`src/rtl/psd_div_cell.sv`:
```
// ----------------------------------------------------------------------------
// Restoring division cell
// Produces one quotient bit per cell and hands the partial remainder on.
// ----------------------------------------------------------------------------
module psd_div_cell #(
    parameter int RW = 34,
    parameter int QW = 18,
    parameter int SW = 70
) (
    input  logic          clk,
    input  logic          rst_n,
    input  logic          vld_in,
    input  logic          load_dn,
    input  logic [RW-1:0] rem_in,
    input  logic [RW-2:0] den_in,
    input  logic [QW-1:0] q_in,
    input  logic [SW-1:0] side_in,
    output logic          vld_out,
    output logic          load_up,
    output logic [RW-1:0] rem_out,
    output logic [RW-2:0] den_out,
    output logic [QW-1:0] q_out,
    output logic [SW-1:0] side_out
);

    logic          vld_reg;
    logic [RW-1:0] rem_reg;
    logic [RW-2:0] den_reg;
    logic [QW-1:0] q_reg;
    logic [SW-1:0] side_reg;
    logic          bit_q;
    logic [RW-1:0] diff;
    logic [RW-1:0] rem_next;
    logic [QW-1:0] q_next;

    always_comb
    begin
        bit_q    = rem_in >= {1'b0, den_in};
        diff     = bit_q ? (rem_in - {1'b0, den_in}) : rem_in;
        rem_next = {diff[RW-2:0], 1'b0};
        q_next   = {q_in[QW-2:0], bit_q};
    end

    assign load_up = !vld_reg || load_dn;

    always_ff @(posedge clk or negedge rst_n)
    begin
        if (!rst_n)
        begin
            vld_reg <= 1'b0;
        end
        else if (load_up)
        begin
            vld_reg <= vld_in;
        end
    end

    always_ff @(posedge clk)
    begin
        if (load_up)
        begin
            rem_reg  <= rem_next;
            den_reg  <= den_in;
            q_reg    <= q_next;
            side_reg <= side_in;
        end
    end

    assign vld_out  = vld_reg;
    assign rem_out  = rem_reg;
    assign den_out  = den_reg;
    assign q_out    = q_reg;
    assign side_out = side_reg;

endmodule

```
`config.mk`:
```
export PLATFORM = sky130hd
export DESIGN_NAME = psd_div_cell
export DESIGN_NICKNAME = d
export VERILOG_FILES = /design/src/rtl/psd_div_cell.sv
export SDC_FILE = /design/constraint.sdc
export NUM_CORES = 1
export LEC_CHECK = 0
export ABC_AREA = 1
export BUFFER_PORTS_ARGS = -buffer_cell sky130_fd_sc_hd__buf_2
export CELL_PAD_IN_SITES_DETAIL_PLACEMENT = 1
export CELL_PAD_IN_SITES_GLOBAL_PLACEMENT = 1
export CORE_MARGIN = 4
export CORE_UTILIZATION = 33
export DETAILED_ROUTE_END_ITERATION = 8
export PLACE_DENSITY_LB_ADDON = 0.1
export SLEW_MARGIN = 25
export SYNTH_ARGS = -nofsm -noshare
export SYNTH_HDL_FRONTEND = slang
export SYNTH_SLANG_ARGS = --single-unit
```
`constraint.sdc`:
```
create_clock -name clk -period 4.26 [get_ports clk]
set_input_delay 0.426 -clock clk [delete_from_list [all_inputs] [get_ports clk]]
set_output_delay 0.426 -clock clk [all_outputs]
set_load 0.02 [all_outputs]
```
==> reports/results.txt, run 1 <==
Outcome: finished, final reports clean
Worst r2r src: vld_out$_DFFE_PN0P_
Crit-path slowest cell: fa_1
Max incr delay on CP: 0.43 ns
Total design power: 4.27 mW
Critical Path Source: rem_in[0]
Placer Congestion: 0.828
Leakage power: 5.39 nW
Post-Synth Adder-Cell Area: 5.40%
Synth-to-layout area growth: 31.2%
Sw Ratio: 31.7%
Num CTS Buffers: 17
Xor/xnor share of the synthesized area: 1.53%
Peak Freq: 0.431 GHz
Fillers: 2,864
Post-synth top area share: 57.7%
Mapped cell area: 8010 sq um
RSZ-0062 raised after global routing: false
Slew Viols, Final: 0
Final worst setup slack: 1.94 ns
Die H: 164 um
CP endpoint kind: flop
Antenna viol nets, final: 0
Post_cts resized: 0
Mux cell area share after synthesis: 0%
Largest net degree at the start of global routing: 102
Post-CTS Setup Inserts: 0
TritonCTS clock tree: built
Period utilisation layout: 54.5%
WHS Endpoint: side_out[67]$_DFFE_PP_
Critical Path AT: 2.49 ns
Via density: 4.47
Yosys reg bits: 155
WL final: 26,500 um
Syn Area/Cell: 9.48 sq um
Vias in the first global route: 7,050
Syn nets: 1,038
Max-cap violations: 0
Total die area: 26,800 sq um
Cell count after synthesis: 845
R2R cell count: 2
Gr usage total: 19.7%
Finished Core Util: 44.4%
RR Endpoint: side_out[4]$_DFFE_PP_
Number of remaining DRC errors: 0
Die width: 164 um
Crit-path cells: buf_2 -> inv_1 -> ha_1 -> inv_1 -> fa_1 -> nand3_1 -> nand3_2 -> nand2_1 -> nand2_2 -> nand2_4 -> nand2_8 -> nand3_2 -> nand2_1
Most frequent cells in the layout: buf_2, nand2_1, inv_1
Synth unique cells: 34
Root Driver: clkbuf_16
HP Start: side_in[67]
CTS max path bufs: 2
FP Rows: 56
Seq/Total Area, Yosys: 58.0%
Hpwl dp: 21,700 um
Antenna violations before repair: 5
Endpoints failing setup: 0
Setup Skew: 0.00967 ns
Most common cell after layout, fill and taps aside: buf_2
Hold path cells: 1
Global-route wire length before repair: 40,200 um
Hold crit path type: input pin to flop
Port Buffers: 313
Synth warn: 0
Synth area leader: edfxtp_1
Flop pwr share: 44.1%
M1 GR Usage: 23.6%
VDD IR max: 0.200 mV
Place WS: 1.46 ns
Clk Latency, worst-skew pair: 0.42 ns
Net Sw Power: 1.35 mW
Req. time, crit path: 4.43 ns
Detailed Route Iter0 Violations: 291
Share of cells above drive strength 1: 32.6%
Met3 Use GR: 5.40%
H-tree levels: 4
Vias: 6,718
Busiest grt layer: met2
Overflow after GRT: 0
Least-Margin Pin Slew: 0.754 ns
Combinational share of power: 21.8%
Met2 usage: 35.3%
Largest family of logic cells by synthesized area: simple AND/OR/NAND/NOR gates
Clock transition at the registers of the reported paths: 0.07 ns
CTS sink count: 155
Slew HR: 49.6%
Compound-Gate Fraction of Synth Area: 1.61%
Crit path launch type: input pin
NumNets Final: 1,365
First drt pass iteration count: 5
IO Pins: 316
Internal power: 2.92 mW
Post-Synth Simple-Gate Area: 24.7%
Min Tclk post-route: 2.32 ns
Fin Setup TNS: 0 ns
CP max FO: 35
Register-to-Register Setup Slack: 2.25 ns
Top area cells in the synthesized netlist: edfxtp_1, nand2_1, inv_1
Core Region: 23,700 sq um
WL per Instance: 17.6 um
Final hold violation count: 0
Starting Density: 33.8%
Clock share of power: 34.2%
Power Dens Cells: 406 nW/um^2
Setup CP Type: input pin to flop
[power by group through the flow]
stage / logic (mW) / registers, mW / clock network (mW)
after floorplan: 0.395 / 2.11 / 0
after global placement: 0.932 / 1.91 / 0
after detailed placement: 0.947 / 1.92 / 0
after CTS: 0.951 / 1.88 / 1.51
after global routing: 1.04 / 1.90 / 1.57
final: 0.929 / 1.88 / 1.46
[through the flow]
| stage | area, sq um | cells | hold slack (ns) |
|---|---|---|---|
| 6_report | 10500 | 1504 | 0.169 |
| 5_1_grt | 10500 | 1504 | 0.147 |
| 4_1_cts | 10500 | 1503 | 0.149 |
| 3_5_place_dp | 9940 | 1471 | 0.202 |
| 3_3_place_gp | 9940 | 1471 | 0.201 |
| 2_1_floorplan | 8020 | 845 | 0.130 |
[state kept, by name, indices dropped and copies added, names as in the netlist]
register / flops
side_out: 70
q_out: 18
vld_out: 1
rem_out: 33
den_out: 33
[layout make-up]
class | count | area (sq um) | area share [%]
sequential | 155 | 4650 | 44.2
multi-input combinational | 516 | 2680 | 25.5
timing repair buffer | 318 | 1610 | 15.3
inverter | 164 | 616 | 5.86
clock buffer | 17 | 425 | 4.05
tap | 319 | 399 | 3.80
clock inverter | 14 | 128 | 1.21
antenna | 1 | 2.50 | 0.0238
[Yosys cell counts (all sizes together)]
library cell and number:
nor2 41, conb 1, ha 33, a21o 2
o21ai 1, or2 2, inv 164, nand4 3
dfrtp 1, nor3 11, fa 1, a21oi 21
xor2 13, nand3 71, and2 5, xnor2 1
buf 10, nand2 300, nand3b 9, edfxtp 154
and3 1
[cells by family after synthesis]
kind of cell,Yosys count
and+or+nand+nor,443
buffers and inverters,174
DFF,155
adders and majority gates,34
AOI/OAI and AO/OA,24
xor gates and xnor gates,14
other,1
[worst max path at each step]
stage,endpoint,slack [ns]
floorplan,den_out[0]$_DFFE_PP_,1.43
global placement,rem_out[25]$_DFFE_PP_,1.50
detailed placement,rem_out[25]$_DFFE_PP_,1.46
CTS,rem_out[19]$_DFFE_PP_,1.91
global route,rem_out[1]$_DFFE_PP_,1.77
finish,rem_out[19]$_DFFE_PP_,1.94
[worst max-delay path: cells and delay by family]
kind	cells	cell delay [ns]
adder cells (fa/ha/maj)	2	0.57
buffers and inverters	3	0.25
AND/OR/NAND/NOR	8	1.23
[timing repair]
action	in CTS	in global routing
endpoints found under the setup margin	0	0
hold buffers	1	0
endpoints found under the hold margin	1	0
[routing by layer]
layer | wire length, um | vias to the layer above
met5 | 55 | -
met1 | 10700 | 3127
li1 | - | 3355
met2 | 13300 | 197
met4 | 342 | 8
met3 | 2080 | 31
(Power assumes the default switching activity.)
==> inputs of run 2 (changes only) <==
==> constraint.sdc (replaced) <==
create_clock -name clk -period 1.9 [get_ports clk]
set_input_delay 0.19 -clock clk [delete_from_list [all_inputs] [get_ports clk]]
set_output_delay 0.19 -clock clk [all_outputs]
set_load 0.02 [all_outputs]
==> run 2 against run 1 <==
Effect of this change: non-clock buffer count increased by 229; combinational power increased to 2.9 times the previous value; power up 150%; clock power rose to 2.6 times the previous value; hold slack worse by 0.091 ns; clock skew increased by 0.0016 ns; critical endpoint is now rem_out[15]$_DFFE_PP_; clock-buffer cell count up 1.
==> reports/results.txt, run 2 (synthesized netlist as in run 1, its figures left out) <==
TritonCTS clock tree: built
Number of remaining DRC errors: 0
Crit path launch type: input pin
Root Driver: clkbuf_16
Dpl cells: 1,579
Slew Viols, Final: 0
Setup CP Type: input pin to flop
Leakage power: 6.49 nW
Final hold violation count: 0
Worst r2r src: vld_out$_DFFE_PN0P_
Synth-to-layout area growth: 58.6%
Setup Skew: 0.0113 ns
Max incr delay on CP: 0.39 ns
Clock transition at the registers of the reported paths: 0.08 ns
Via density: 4.48
Outcome: finished, final reports clean
Core Region: 23,700 sq um
Gr usage total: 23.4%
WL per Instance: 18.4 um
NumNets Final: 1,594
Port Buffers: 313
Critical Path AT: 1.90 ns
CP endpoint kind: flop
Layout Cells excl Fill: 1,739
Req. time, crit path: 2.08 ns
Most frequent cells in the layout: buf_2, nand2_1, inv_1
Fillers: 2,844
WL final: 32,100 um
Period utilisation layout: 90.5%
Crit-path cells: buf_2 -> inv_1 -> ha_1 -> inv_1 -> fa_1 -> buf_4 -> nand3_1 -> nand3_2 -> nand2_2 -> nand2_2 -> nand2_4 -> nand2_8 -> buf_12 -> nand2_1 -> nand2_1
Die H: 164 um
Endpoints failing setup: 0
Sequential Area: 4650 sq um
Min Tclk post-route: 1.72 ns
Largest net degree at the start of global routing: 49
RR Endpoint: q_out[15]$_DFFE_PP_
Fin Setup TNS: 0 ns
Vias: 7,789
Hold path cells: 3
Clk Latency, worst-skew pair: 0.43 ns
Number of flip-flops in the largest register: 70
Placed inst area: 10,800 sq um
Buf/Inv on CP: 5
First drt pass iteration count: 4
Detailed Route Iter0 Violations: 441
Register-to-Register Setup Slack: 0.49 ns
Finished Core Util: 53.7%
Hold crit path type: input pin to flop
H-tree levels: 4
IO Pins: 316
Antenna viol nets, final: 0
Vias in the first global route: 8,288
Max-cap violations: 0
Top delay family on crit path: simple AND/OR/NAND/NOR gates
Share of cells above drive strength 1: 35.4%
FP Rows: 56
Most common cell after layout, fill and taps aside: buf_2
Peak Freq: 0.581 GHz
CTS max path bufs: 2
R2R cell count: 2
Starting Density: 33.8%
Placer Congestion: 0.845
Hpwl dp: 23,200 um
Die width: 164 um
CTS sink count: 155
Total die area: 26,800 sq um
Power Dens Cells: 838 nW/um^2
Crit-path slowest cell: fa_1
Fin area: 12,700 sq um
CP max FO: 10
WHS Endpoint: rem_out[27]$_DFFE_PP_
Multi-input logic area: 2700 sq um
HP Start: rem_in[26]
Num CTS Buffers: 17
VDD IR max: 0.560 mV
Antenna violations before repair: 7
Overflow after GRT: 0
Global-route wire length before repair: 47,600 um
-- run 2: cell count changes in the layout (fill, tap and decap cells not counted), moves of 4 or more --
cell | previous run | this run
diode_2 | 1 | 6
nand2_2 | 6 | 10
buf_4 | 4 | 106
nand2_1 | 291 | 287
buf_12 | 0 | 6
dlygate4sd3_1 | 1 | 122
-- run 2: tightest hold or removal path: stages --
cell     delay, ns
buf_2         0.09
nand3_1       0.07
nand2_1       0.06
-- run 2: power by group --
group / leakage, nW / switching (mW) / internal [mW] / total [mW]
logic: 4.62 / 1.57 / 1.08 / 2.65
registers: 1.56 / 0.0956 / 4.15 / 4.24
clock network: 0.303 / 1.63 / 2.13 / 3.76
-- run 2: metrics by stage --
step / power (mW) / hold WS [ns] / worst slack (ns)
floorplan: 5.61 / -0.106 / 0.0596
global placement: 6.68 / -0.0344 / -0.260
detailed placement: 6.73 / -0.0287 / -0.305
CTS: 10.7 / 0.0725 / 0.126
global route: 11.2 / 0.0874 / -0.000107
finish: 10.7 / 0.0779 / 0.180
-- run 2: per-layer routing --
layer  GRT usage, %  vias up  part of all wire [%]
li1               -     3826                     -
met5              0        -                 0.041
met4           7.24        2                   2.5
met1           27.8     3683                    40
met3           5.87       43                   7.0
met2           41.7      235                    51
-- run 2: layout make-up --
type                       count  share of cell area (%)
clock buffer                  18                    3.38
multi-input combinational    516                    21.2
timing repair buffer         547                    29.1
antenna                        6                   0.118
sequential                   155                    36.6
clock inverter                14                    1.56
tap                          319                    3.14
inverter                     164                    4.84
-- run 2: worst max-delay path by stage --
stage | startpoint | endpoint | depth (start not counted) | slack, ns
finish | rem_in[0] | rem_out[15]$_DFFE_PP_ | 15 | 0.18
global route | den_in[13] | rem_out[18]$_DFFE_PP_ | 16 | -0.0001
CTS | rem_in[0] | rem_out[21]$_DFFE_PP_ | 15 | 0.13
detailed placement | den_in[14] | rem_out[30]$_DFFE_PP_ | 16 | -0.30
global placement | rem_in[0] | rem_out[29]$_DFFE_PP_ | 15 | -0.26
floorplan | rem_in[0] | rem_out[26]$_DFFE_PP_ | 13 | 0.06
-- run 2: timing repair --
| action | CTS | global route |
|---|---|---|
| hold endpoints to repair | 122 | 0 |
| hold buffers | 122 | 0 |
| endpoints found under the setup margin | 0 | 16 |
| setup buffers | 0 | 0 |
| resized for setup | 0 | 6 |
==> inputs of run 3 (changes only) <==
--- a/config.mk
+++ b/config.mk
@@ -10,7 +10,7 @@
 export CELL_PAD_IN_SITES_DETAIL_PLACEMENT = 1
 export CELL_PAD_IN_SITES_GLOBAL_PLACEMENT = 1
 export CORE_MARGIN = 4
-export CORE_UTILIZATION = 33
+export CORE_UTILIZATION = 30
 export DETAILED_ROUTE_END_ITERATION = 8
 export PLACE_DENSITY_LB_ADDON = 0.1
 export SLEW_MARGIN = 25
==> run 3 against run 2 <==
Effect of this change: sequential power hardly changed; largest power group unchanged; clock-buffer cell count is the same; global-route usage fell by 2.7 points; first-iteration DRC count shrank 13%; final area rose by 0.37%; clock power decreased by 3%; routed wire length shrank 2.9%; highest routed layer unchanged.
==> reports/results.txt, run 3 (synthesized netlist as in run 1, its figures left out) <==
Gr usage total: 20.7%
Fillers: 3,115
Num CTS Buffers: 17
H-tree levels: 4
Crit-path slowest cell: fa_1
Worst r2r src: vld_out$_DFFE_PN0P_
Clk Latency, worst-skew pair: 0.43 ns
Endpoints failing setup: 0
FP Rows: 59
First drt pass iteration count: 5
Number of remaining DRC errors: 0
Die width: 171 um
TritonCTS clock tree: built
Most common cell after layout, fill and taps aside: buf_2
Period utilisation layout: 91.7%
VDD IR max: 0.378 mV
Setup CP Type: input pin to flop
Final hold violation count: 0
Via density: 4.45
Antenna violations before repair: 3
WL per Instance: 17.8 um
Vias in the first global route: 8,292
Vias: 7,808
IO Pins: 316
NumNets Final: 1,599
Synth-to-layout area growth: 59.2%
Die H: 171 um
Global-route wire length before repair: 46,200 um
Max incr delay on CP: 0.38 ns
Share of cells above drive strength 1: 35.7%
Post-CTS Setup Inserts: 0
Fin area: 12,800 sq um
Placed inst area: 10,900 sq um
Power Dens Cells: 827 nW/um^2
Hpwl dp: 23,800 um
Req. time, crit path: 2.09 ns
Detailed Route Iter0 Violations: 383
Total die area: 29,400 sq um
Root Driver: clkbuf_16
Placer Congestion: 0.830
Starting Density: 30.7%
Clock transition at the registers of the reported paths: 0.08 ns
Core Region: 26,100 sq um
Outcome: finished, final reports clean
CTS sink count: 155
Critical Path Source: rem_in[0]
Number of diodes: 0
Leakage power: 6.51 nW
Crit path launch type: input pin
HP Start: den_in[3]
Slew Viols, Final: 0
CP max FO: 15
CTS max path bufs: 2
Peak Freq: 0.574 GHz
Port Buffers: 313
Min Tclk post-route: 1.74 ns
Max-cap violations: 0
Antenna viol nets, final: 0
WL final: 31,100 um
Total design power: 10.6 mW
Critical Path AT: 1.93 ns
Hold crit path type: input pin to flop
RSZ-0062 raised after global routing: false
Setup Skew: 0.0123 ns
Number of flip-flops in the largest register: 70
Overflow after GRT: 0
Most frequent cells in the layout: buf_2, nand2_1, inv_1
Largest net degree at the start of global routing: 45
Crit-path cells: buf_2 -> inv_1 -> ha_1 -> inv_1 -> fa_1 -> buf_4 -> nand3_1 -> nand3_2 -> nand2_1 -> nand2_2 -> nand2_4 -> nand2_8 -> buf_12 -> nand3_1 -> nand2_1
CP endpoint kind: flop
## run 3: routing by layer
| layer | up-vias | global-route usage (%) | wire (um) |
|---|---|---|---|
| li1 | 3823 | - | - |
| met4 | 6 | 5.37 | 459 |
| met3 | 24 | 4.16 | 1760 |
| met2 | 228 | 38.2 | 15900 |
| met1 | 3727 | 24.6 | 13000 |
| met5 | - | 0 | 41 |
## run 3: final cells by class
class / count / area [sq um] / share of cell area, %
repair buffers: 552 / 3750 / 29.4
well taps: 335 / 419 / 3.29
multi-input cells: 516 / 2710 / 21.3
clock inverters: 14 / 180 / 1.41
inverters: 164 / 616 / 4.83
clock buffers: 18 / 429 / 3.36
flip-flops and latches: 155 / 4650 / 36.4
## run 3: through the flow
step | TNS (ns) | util (%) | std cells | hold WS (ns) | worst slack, ns
global placement | -10.24 | 41.7 | 1601 | -0.0313 | -0.354
global route | 0 | 48.8 | 1754 | 0.0271 | 0.0106
floorplan | 0 | - | 845 | -0.106 | 0.0596
finish | 0 | 48.8 | 1754 | 0.0371 | 0.158
detailed placement | -11.02 | 41.7 | 1601 | -0.0278 | -0.381
CTS | 0 | 48.7 | 1754 | 0.0245 | 0.0966
## run 3: what timing repair did
| item | in CTS | in global routing |
|---|---|---|
| gates resized for setup | 0 | 6 |
| endpoints found under the setup margin | 0 | 25 |
| hold endpoints to repair | 121 | 0 |
| hold buffers | 121 | 0 |
## run 3: report_power, final
part           total, mW  internal [mW]  switching [mW]
Combinational       2.66           1.10            1.57
Sequential          4.23           4.15          0.0890
Clock               3.66           2.00            1.66
## run 3: worst paths after layout
path,endpoint,slack (ns),cells after the start
setup / recovery,rem_out[3]$_DFFE_PP_,0.16,15
hold / removal,den_out[3]$_DFFE_PP_,0.04,2
setup reg to reg,den_out[21]$_DFFE_PP_,0.50,2
hold reg to reg,side_out[30]$_DFFE_PP_,0.80,1
max in group asynchronous,vld_out$_DFFE_PN0P_,1.76,2
min in group asynchronous,vld_out$_DFFE_PN0P_,0.06,2
## run 3: worst max-delay path: cells and delay by family
family | cells | cell delay, ns
adders and majority gates | 2 | 0.52
buffers and inverters | 5 | 0.51
and+or+nand+nor | 8 | 0.70
