## src/rtl/psd_sqrt_cell.sv

```systemverilog
// ----------------------------------------------------------------------------
// Square root cell
// Takes two radicand bits and decides one root bit per cell.
// ----------------------------------------------------------------------------
module psd_sqrt_cell #(
    parameter int R  = 34,
    parameter int SW = 2
) (
    input  logic            clk,
    input  logic            rst_n,
    input  logic            vld_in,
    input  logic            load_dn,
    input  logic [2*R-1:0]  rad_in,
    input  logic [R+1:0]    rem_in,
    input  logic [R-1:0]    root_in,
    input  logic [SW-1:0]   side_in,
    output logic            vld_out,
    output logic            load_up,
    output logic [2*R-1:0]  rad_out,
    output logic [R+1:0]    rem_out,
    output logic [R-1:0]    root_out,
    output logic [SW-1:0]   side_out
);

    logic           vld_reg;
    logic [2*R-1:0] rad_reg;
    logic [R+1:0]   rem_reg;
    logic [R-1:0]   root_reg;
    logic [SW-1:0]  side_reg;
    logic [R+3:0]   cur;
    logic [R+3:0]   trial;
    logic           fits;
    logic [R+3:0]   left;

    always_comb
    begin
        cur   = {rem_in, rad_in[2*R-1:2*R-2]};
        trial = {2'b00, root_in, 2'b01};
        fits  = cur >= trial;
        left  = fits ? (cur - trial) : cur;
    end

    assign load_up = !vld_reg || load_dn;

    always_ff @(posedge clk or negedge rst_n)
    begin
        if (!rst_n)
        begin
            vld_reg <= 1'b0;
        end
        else if (load_up)
        begin
            vld_reg <= vld_in;
        end
    end

    always_ff @(posedge clk)
    begin
        if (load_up)
        begin
            rad_reg  <= {rad_in[2*R-3:0], 2'b00};
            rem_reg  <= left[R+1:0];
            root_reg <= {root_in[R-2:0], fits};
            side_reg <= side_in;
        end
    end

    assign vld_out  = vld_reg;
    assign rad_out  = rad_reg;
    assign rem_out  = rem_reg;
    assign root_out = root_reg;
    assign side_out = side_reg;

endmodule

```

## config.mk

```make
export PLATFORM = sky130hd
export DESIGN_NAME = psd_sqrt_cell
export DESIGN_NICKNAME = d
export VERILOG_FILES = /design/src/rtl/psd_sqrt_cell.sv
export SDC_FILE = /design/constraint.sdc
export NUM_CORES = 1
export LEC_CHECK = 0
export ABC_AREA = 1
export BUFFER_PORTS_ARGS = -buffer_cell sky130_fd_sc_hd__clkbuf_2
export CORE_ASPECT_RATIO = 0.5
export CORE_MARGIN = 1
export CORE_UTILIZATION = 35
export CTS_CLUSTER_SIZE = 12
export DETAILED_ROUTE_END_ITERATION = 12
export PLACE_DENSITY_LB_ADDON = 0.2
export RECOVER_POWER = 25
export SLEW_MARGIN = 10
export SYNTH_ARGS = -nofsm -noshare
export SYNTH_HDL_FRONTEND = slang
export SYNTH_SLANG_ARGS = --single-unit
```

## constraint.sdc

```tcl
create_clock -name clk -period 9.8 [get_ports clk]
set_input_delay 1.96 -clock clk [delete_from_list [all_inputs] [get_ports clk]]
set_output_delay 1.96 -clock clk [all_outputs]
set_load 0.02 [all_outputs]
```

==> key figures, run 1 <==
Clocking
  • # clock sinks: 139
  • CTS tree: done
  • Register clock-pin slew on the reported worst setup and hold paths: around 0.060 ns
  • Clock latency on the worst-skew pair: about 0.43 ns
  • Cts hold-fix bufs: 0
  • Post_cts resized: 0
  • Post-CTS setup buffers: 0
  • CTS max path bufs: 2
  • Clk root buf: clkbuf_16
  • Htree depth: 4
  • Cts bufs inserted: 17

Synthesis
  • Register area share after synthesis: between 50% and 60%
  • Distinct cells, synth: 33
  • Number of synthesized flops with an enable pin: 138
  • Post-synth ARST share: 0.719%
  • Top_reg_cell synth: edfxtp_1
  • Number of synthesized register bits: 139
  • Top cell type by total area after synthesis: edfxtp_1
  • Top cells by area, synth: edfxtp_1 (53%), nand2_1 (12%), inv_1 (6.3%), ha_1 (5.7%), nand3_2 (3.9%)
  • Avg Inst Size Synth: ~9.4 µm²
  • Mapped Cells: 838
  • Synth top cells by count: nand2_1 (247), edfxtp_1 (138), inv_1 (132)
  • Most frequent cell after synthesis: nand2_1
  • Post-Syn Area: 7880 µm²
  • Top-area cell type share of the netlist area: a little over half
  • Synth warn: 0

Finish
  • Fill cell count: 2223
  • Finished Cell Area: between 10000 and 15000 µm²
  • Layout cells sized above 1: 32.2%
  • Multi-input logic area: 3030 µm²
  • Finished Core Util: 45.7%
  • ANT cells: 0
  • Layout Nets: 1309
  • Area grow syn2layout: 26.9%
  • FF+latch area: 4170 µm²
  • Cell Count, Final, Fillers Out: 1441

Status
  • Outcome: finished with violations
  • Failing checks: max-capacitance violations, max-slew violations

STA
  • Unrepaired setup endpoints after global routing: no
  • Crit path time final: 6.31 ns
  • Fin. max-slew vios: 67
  • Worst Tran Pin Value: between 2 and 3 ns
  • Fin Hold WS: 1.30 ns
  • Setup-failing EPs final: 0
  • Post-route setup slack: 3.49 ns
  • Max frequency: around 160 MHz
  • Slew headroom: -73.3%
  • Fin crit share: between 60% and 70%
  • Clock skew: 0.00578 ns
  • Setup_tns: 0 ns
  • Hold Vio Cnt, Final: 0

GRT
  • Vias in the first global route: 6182
  • Initial antenna violation count: 3
  • GR Layer Usage met3: 4.92%
  • First-pass GRT wire length: 33700 µm
  • Total grt overflow: 0
  • Largest net degree at the start of global routing: 76
  • Routing usage on met2: 28.5%
  • Grt met1 use: a little over a quarter
  • Total Routing Usage GR: 19.0%
  • GRT Max-Usage Layer: met2

Setup path
  • Worst Path Required: 7.84 ns
  • WS Path Type: in -> out
  • Startpoint type of the worst setup path: primary input
  • Crit. End Element: output pin
  • Arrival @ worst endpoint: around 4.4 ns
  • Worst-path fanout max: 66
  • Flop-to-flop setup slack: 6.11 ns

Placement
  • Placed insts: 1410
  • Placed inst area: 9530 µm²
  • # port buffers: 283
  • Place WS: 4.79 ns
  • Hpwl dp: ~17000 µm
  • Final GP Congestion: ~0.90

Power and ir drop
  • Combinational power share: 22.7%
  • Internal power: 1.18 mW
  • Pleak: roughly 4.9 nW
  • Seq pwr share: a little over two fifths
  • Tot Pwr: 1.72 mW
  • Power per Cell Area: 172 nW/µm²
  • Max VDD drop: between 0.0001 and 0.00015 V
  • P_sw: 0.541 mW
  • Power share of the clock group: 34.1%
  • Sw frac: 31.4%

Die
  • Core ar.: 21900 µm²
  • Starting Density: 36.0%
  • I/O pin count: between 200 and 300
  • Die ar.: 23200 µm²
  • Die H: 108 µm
  • Rows: 38
  • Die width: 214 µm

Detailed routing
  • Wire length per cell: roughly 15 µm
  • Residual DRC: 0
  • Vias after detailed routing: 6535
  • Antenna Violating Nets Remaining: 0
  • Drt initial violations: 452
  • Drt pass-1 iters: 4
  • Avg Vias per Cell: roughly 4.5
  • Final wirelength: around 22000 µm

Hold path
  • Hold/Removal Path Class: in -> async

Run
  • MaxCap Viol Count: 1
## cells by family after synthesis
family / share of synthesized area (%)
simple gates: 27.8
flops: 52.9
fa+ha+maj: 5.71
compound gates: 2.87
xor+xnor: 2.00
buf+inv: 8.71
other cells: 0.0476
## area by class of cell
cell class                 instances  area share, %
sequential                       139           41.7
multi-input combinational        550           30.3
timing repair buffer             285           13.9
inverter                         136           5.10
clock buffer                      18           4.29
tap                              300           3.75
clock inverter                    13          0.951
## registers in the layout (all words and copies together), names as in the netlist
name,cells
rem_out,36
rad_out,66
vld_out,1
side_out,2
root_out,34
## power groups by stage
stage                     logic (mW)  registers, mW  clock network [mW]
final                          0.390          0.743               0.587
after global placement         0.392          0.754                   0
after CTS                      0.396          0.743               0.610
after floorplan                0.185          0.834                   0
after global routing           0.430          0.749               0.635
after detailed placement       0.394          0.755                   0
## worst max-delay path, stage by stage
cell and delay, ns:
clkbuf_2 0.08, inv_1 0.04, nand2_1 1.82, clkbuf_2 0.45
## routing by layer
metal / vias up / wire length, µm
li1: 3293 / -
met3: 17 / 1230
met4: 6 / 183
met5: - / 28
met1: 3036 / 10800
met2: 183 / 9510
## layout by cell type, fill, tap and decap left out, types with 6 or more instances in the layout
cell type / instances
nor2_1: 51
clkbuf_1: 33
nand2_2: 35
clkbuf_2: 251
edfxtp_1: 138
nand3_2: 31
ha_1: 36
nor2_2: 10
nand2_1: 247
o21bai_1: 9
nand4_1: 6
inv_1: 132
a21oi_1: 25
clkbuf_16: 17
nand3_1: 48
xor2_1: 17
nand3b_1: 9
nor3_1: 7
## final timing paths
path	start	endpoint	cells after the start
worst max register to register	vld_out$_DFFE_PN0P_	rem_out[34]$_DFFE_PP_	2
min in group clk	rad_in[14]	rad_out[16]$_DFFE_PP_	1
worst max-delay path	load_dn	load_up	4
worst min-delay path	rst_n	vld_out$_DFFE_PN0P_	1
max in group asynchronous	rst_n	vld_out$_DFFE_PN0P_	1
worst min register to register	vld_out$_DFFE_PN0P_	vld_out$_DFFE_PN0P_	2
(Power assumes the default switching activity.)
==> run 2, diff against run 1 <==
Clock period 9.8 ns to 5.18 ns, I/O delays scaled along.
==> run 2 against run 1 <==
The flow now finishes without violations. Clock skew is essentially flat. Largest power group unchanged. First-iteration DRC count fell by 6.9%. Register-to-register slack worse by 3.2 ns. Final cell count stayed put. Die area did not move. Clock power up 98%. Cell area up 0.32%. Critical path depth grew 10. Largest cell class unchanged. Worst setup slack worse by 1.7 ns.
==> key figures, run 2 (synthesis gave the netlist of run 1 again) <==
STA
  • Unrepaired setup endpoints after global routing: no
  • Crit path time final: 3.36 ns
  • Hold Vio Cnt, Final: 0
  • Clock skew: 0.00562 ns
  • Setup_tns: 0 ns
  • Post-route setup slack: 1.82 ns
  • Fin crit share: 64.9%
  • Max frequency: 297 MHz
  • Slew headroom: 28.5%
  • Fin. max-slew vios: 0
  • Setup-failing EPs final: 0
  • Worst Tran Pin Value: roughly 1.1 ns

Setup path
  • Flop-to-flop setup slack: about 2.9 ns
  • Crit. End Element: flop
  • Worst path top cell family by delay: simple AND/OR/NAND/NOR gates
  • Startpoint type of the worst setup path: primary input
  • Critical R2R Launch: vld_out$_DFFE_PN0P_
  • Levels on crit path: 14
  • Worst-path fanout max: 23
  • Setup crit end: rem_out[1]$_DFFE_PP_
  • WS Path Type: in -> reg
  • Crit-path cells: clkbuf_1 > inv_1 > ha_1 > nand2_1 > inv_1 > a21oi_1 > nand2_1 > nand2_1 > nand2_1 > nand2_1 > nand4_2 > buf_4 > nand2_1 > o21ai_0
  • FF-to-FF path depth: 2
  • CP Buf/Inv Count: 4
  • Worst Path Required: 5.35 ns
  • CP startpoint: root_in[10]
  • Worst path max stage delay: roughly 0.45 ns
  • CP max stage cell: nand4_2
  • Reg2reg end: root_out[27]$_DFFE_PP_
  • Arrival @ worst endpoint: 3.53 ns
  • Most used cell, CP: nand2_1

GRT
  • Total grt overflow: 0
  • Largest net degree at the start of global routing: 72
  • Initial antenna violation count: 0
  • First-pass GRT wire length: 34000 µm
  • Vias in the first global route: around 6200
  • Total Routing Usage GR: 19.3%

Clocking
  • CTS max path bufs: 2
  • Cts hold-fix bufs: 0
  • Post-CTS setup buffers: 0
  • # clock sinks: 139
  • CTS tree: done
  • Cts bufs inserted: 17
  • Clk root buf: clkbuf_16
  • Register clock-pin slew on the reported worst setup and hold paths: 0.06 ns
  • Clock latency on the worst-skew pair: approximately 0.43 ns
  • Htree depth: 4
  • Post_cts resized: 0

Detailed routing
  • Final wirelength: roughly 22000 µm
  • Residual DRC: 0
  • Vias after detailed routing: 6541
  • Avg Vias per Cell: approximately 4.5
  • Wire length per cell: 15.3 µm
  • Antenna Violating Nets Remaining: 0
  • Drt pass-1 iters: 5
  • Drt initial violations: ~420

Die
  • Die width: between 200 and 250 µm
  • Core ar.: about 22000 µm²
  • Starting Density: 36.0%
  • Rows: 38
  • I/O pin count: 286
  • Die ar.: between 20000 and 25000 µm²
  • Die H: 108 µm

Run
  • MaxCap Viol Count: 0

Power and ir drop
  • Combinational power share: roughly 22%
  • P_sw: 1.03 mW
  • Internal power: 2.28 mW
  • Power per Cell Area: 330 nW/µm²
  • Sw frac: 31.2%
  • Pleak: between 4 and 5 nW
  • Power share of the clock group: a little over a third
  • Max VDD drop: between 0.00015 and 0.0002 V
  • Seq pwr share: 42.6%

Finish
  • Most frequent cells in the layout: clkbuf_2 (253), nand2_1 (247), edfxtp_1 (138), inv_1 (132), nor2_1 (51)
  • Layout cells sized above 1: 32.6%
  • Largest register FFs: 66
  • Most common cell after layout, fill and taps aside: clkbuf_2
  • ANT cells: 0
  • Area grow syn2layout: 27.3%
  • Layout Nets: roughly 1300

Placement
  • Final GP Congestion: 0.872
  • Place WS: 1.44 ns
  • # port buffers: around 280
  • Hpwl dp: 17600 µm

Hold path
  • Hold/Removal Path Class: in -> async

Status
  • Outcome: completed
## run 2: stage by stage
stage          util (%)  cells  hold WS [ns]  area [µm²]  total power [mW]
2_1_floorplan         -    839         0.740        7890              1.93
3_3_place_gp       43.6   1411         0.668        9530              2.17
3_5_place_dp       43.6   1411         0.694        9530              2.18
4_1_cts            46.1   1441         0.338       10100              3.35
5_1_grt            45.9   1441         0.337       10000              3.47
6_report           45.9   1441         0.351       10000              3.31
## run 2: layout make-up
class / count / area [µm²]
Clock buffer: 17 / 425
Clock inverter: 13 / 121
Fill cell: 2209 / 11800
Inverter: 136 / 510
Multi-Input combinational cell: 550 / 3030
Sequential cell: 139 / 4170
Tap cell: 300 / 375
Timing Repair Buffer: 286 / 1400
## run 2: how the worst min path moves through the flow
stage | start | to | slack (ns)
after global routing | rst_n | vld_out$_DFFE_PN0P_ | 0.34
final | rst_n | vld_out$_DFFE_PN0P_ | 0.35
after global placement | vld_out$_DFFE_PN0P_ | vld_out$_DFFE_PN0P_ | 0.67
after floorplan | rst_n | vld_out$_DFFE_PN0P_ | 0.74
after CTS | rst_n | vld_out$_DFFE_PN0P_ | 0.34
after detailed placement | vld_out$_DFFE_PN0P_ | vld_out$_DFFE_PN0P_ | 0.69
## run 2: power groups by stage
stage               Clock, mW  Combinational (mW)  Sequential [mW]
finish                   1.16               0.740             1.41
global route             1.23               0.816             1.42
global placement            0               0.741             1.43
floorplan                   0               0.349             1.58
detailed placement          0               0.747             1.43
CTS                      1.20               0.750             1.41
## run 2: per-layer routing
layer | up-vias | routed length (µm) | global-route usage, %
li1 | 3300 | - | -
met1 | 3050 | 11000 | 27.5
met2 | 180 | 9720 | 28.9
met3 | 11 | 1220 | 4.87
met4 | 0 | 163 | 5.15
met5 | - | 0 | 0
==> run 3, diff against run 2 <==
Settings changed: ABC_AREA 1 to 0.
Clock period 5.18 ns to 3 ns, I/O delays scaled along.
==> run 3 against run 2 <==
The run now ends with max-capacitance violations, max-slew violations left. Register-to-register slack lost 2.4 ns. Sequential share of layout area grew 1.1 points. Cell area shrank 2.6%. Clock-buffer cell count grew 1. Worst setup slack lost 1.7 ns. First-iteration DRC count shrank 34%. Final cell count shrank 17%. Clock power grew 84%. Critical endpoint is now rem_out[22]$_DFFE_PP_. Highest routed layer unchanged.
==> key figures, run 3 <==
Clocking
  • Post-CTS setup buffers: 0
  • Htree depth: 4
  • Clk root buf: clkbuf_16
  • CTS tree: done
  • # clock sinks: 139
  • Cts bufs inserted: 17
  • CTS max path bufs: 2
  • Clock latency on the worst-skew pair: 0.42 ns
  • Register clock-pin slew on the reported worst setup and hold paths: 0.07 ns

Placement
  • Final GP Congestion: 0.879
  • Placed insts: 1168
  • Hpwl dp: 14300 µm
  • # port buffers: 283
  • Place WS: -0.285 ns

STA
  • Crit path time final: 2.85 ns
  • Fin. max-slew vios: 93
  • Clock skew: between 0.009 and 0.01 ns
  • Worst Tran Pin Value: 2.04 ns
  • Fin crit share: 94.8%
  • Setup-failing EPs final: 0
  • Max frequency: 351 MHz
  • Hold Vio Cnt, Final: 0
  • Unrepaired setup endpoints after global routing: no
  • Slew headroom: -35.7%
  • Post-route setup slack: 0.155 ns
  • Setup_tns: 0 ns

Status
  • Failing checks: max-capacitance violations, max-slew violations
  • Outcome: finished with violations

Die
  • Starting Density: a little over a third
  • Die ar.: 20000 µm²
  • Core ar.: 18700 µm²
  • I/O pin count: 286
  • Rows: 35
  • Die H: 101 µm
  • Die width: 199 µm

Hold path
  • Hold/Removal Path Class: in -> reg

Setup path
  • Crit. End Element: flop
  • Startpoint type of the worst setup path: primary input
  • Arrival @ worst endpoint: 3.08 ns
  • Worst Path Required: 3.23 ns
  • CP max stage cell: o41a_2
  • Most used cell, CP: o21ai_2
  • Flop-to-flop setup slack: 0.48 ns
  • Worst path max stage delay: 0.47 ns
  • Crit-path cells: clkbuf_1 > inv_1 > ha_1 > o21a_1 > o31a_1 > o21ai_2 > o41a_2 > o21ai_2 > a31o_4 > a211oi_4 > buf_4 > buf_12 > o41ai_1
  • WS Path Type: in -> reg
  • Worst-path fanout max: 25

Synthesis
  • Top_reg_cell synth: edfxtp_1
  • Distinct cells, synth: 57
  • Mapped Cells: between 500 and 600
  • Register area share after synthesis: 61.3%
  • Number of synthesized register bits: around 140
  • Post-synth ARST share: 0.719%
  • Top-area cell type share of the netlist area: 61.0%
  • Synth top cells by count: edfxtp_1 (138), nand2_1 (57), inv_1 (44)
  • Synth warn: 0
  • Most frequent cell after synthesis: edfxtp_1
  • Top cell type by total area after synthesis: edfxtp_1
  • Post-Syn Area: 6800 µm²
  • Number of synthesized flops with an enable pin: 138
  • Top cells by area, synth: edfxtp_1 (61%), ha_1 (6.6%), nand2_1 (3.1%), o21ai_2 (2.8%), a21oi_1 (2.8%)
  • Avg Inst Size Synth: 12.5 µm²

Finish
  • Largest register FFs: 66
  • Fill cell count: 1733
  • Cell Count, Final, Fillers Out: 1201
  • ANT cells: 0
  • Most common cell after layout, fill and taps aside: clkbuf_2
  • Area grow syn2layout: 43.7%
  • Layout cells sized above 1: around 44%
  • Layout Nets: 1109
  • Most frequent cells in the layout: clkbuf_2 (254), edfxtp_1 (138), buf_4 (95), nand2_1 (57), inv_1 (43)

Detailed routing
  • Residual DRC: 0
  • Final wirelength: 18100 µm
  • Avg Vias per Cell: 4.65
  • Vias after detailed routing: 5586
  • Drt initial violations: 277
  • Drt pass-1 iters: 5
  • Wire length per cell: 15.1 µm
  • Antenna Violating Nets Remaining: 0

Power and ir drop
  • Max VDD drop: between 0.0003 and 0.0004 V
  • Power per Cell Area: 604 nW/µm²
  • Pleak: 4.44 nW

GRT
  • Total grt overflow: 0
  • First-pass GRT wire length: 27400 µm
  • Largest net degree at the start of global routing: 93
  • Total Routing Usage GR: 17.7%
  • Vias in the first global route: ~5300
  • Initial antenna violation count: 0

Run
  • MaxCap Viol Count: 1
## run 3: kinds of logic after synthesis
kind of cell             after synthesis  synth area share (%)
adder cells (fa/ha/maj)               36                  6.63
multiplexers                           4                 0.626
buffers and inverters                 60                  4.21
AO/OA/AOI/OAI                        147                  14.7
XOR/XNOR                              30                  3.87
flip-flops                           139                  61.3
other                                  1                0.0552
AND/OR/NAND/NOR                      127                  8.54
## run 3: critical path, delay by kind of cell
| kind | cells | cell delay, ns |
|---|---|---|
| buffers and inverters | 4 | 0.49 |
| adders and majority gates | 1 | 0.29 |
| AOI/OAI and AO/OA | 8 | 1.68 |
## run 3: area by class of cell
cell class / count / area, µm² / share of cell area (%)
sequential: 139 / 4170 / 42.7
multi-input combinational: 346 / 2380 / 24.4
timing repair buffer: 381 / 2130 / 21.8
clock buffer: 18 / 429 / 4.39
tap: 259 / 324 / 3.32
inverter: 44 / 178 / 1.82
clock inverter: 14 / 156 / 1.60
## run 3: timing repair
item | CTS | global route
endpoints found under the hold margin | 1 | 0
hold buffers | 1 | 0
resized for setup | 0 | 1
setup endpoints to repair | 0 | 1
## run 3: metrics by stage
step	power [mW]	hold slack, ns	area [µm²]	util [%]
floorplan	3.26	0.304	6850	-
global placement	3.81	0.375	9220	49.3
detailed placement	3.82	0.383	9220	49.3
CTS	5.98	0.339	9820	52.5
global route	6.16	0.332	9770	52.2
finish	5.90	0.354	9770	52.2
## run 3: power by group
group	switching (mW)	internal, mW
clock	0.891	1.24
sequential	0.0537	2.38
combinational	0.784	0.550
total	1.73	4.17
## run 3: path summary, 6_finish.rpt
path,cells after the start,to,from
max reg2reg,2,root_out[28]$_DFFE_PP_,vld_out$_DFFE_PN0P_
max,13,rem_out[22]$_DFFE_PP_,root_in[1]
min,1,rad_out[63]$_DFFE_PP_,rad_in[61]
min in group asynchronous,2,vld_out$_DFFE_PN0P_,rst_n
max in group asynchronous,2,vld_out$_DFFE_PN0P_,rst_n
min reg2reg,2,rem_out[11]$_DFFE_PP_,vld_out$_DFFE_PN0P_
## run 3: layer usage
| layer | vias to the layer above | global-route usage, % | share of wire (%) |
|---|---|---|---|
| met1 | 2638 | 23.0 | 45 |
| li1 | 2785 | - | - |
| met4 | 0 | 3.79 | 0.49 |
| met3 | 6 | 4.72 | 6.1 |
| met5 | - | 0 | 0 |
| met2 | 157 | 29.8 | 48 |
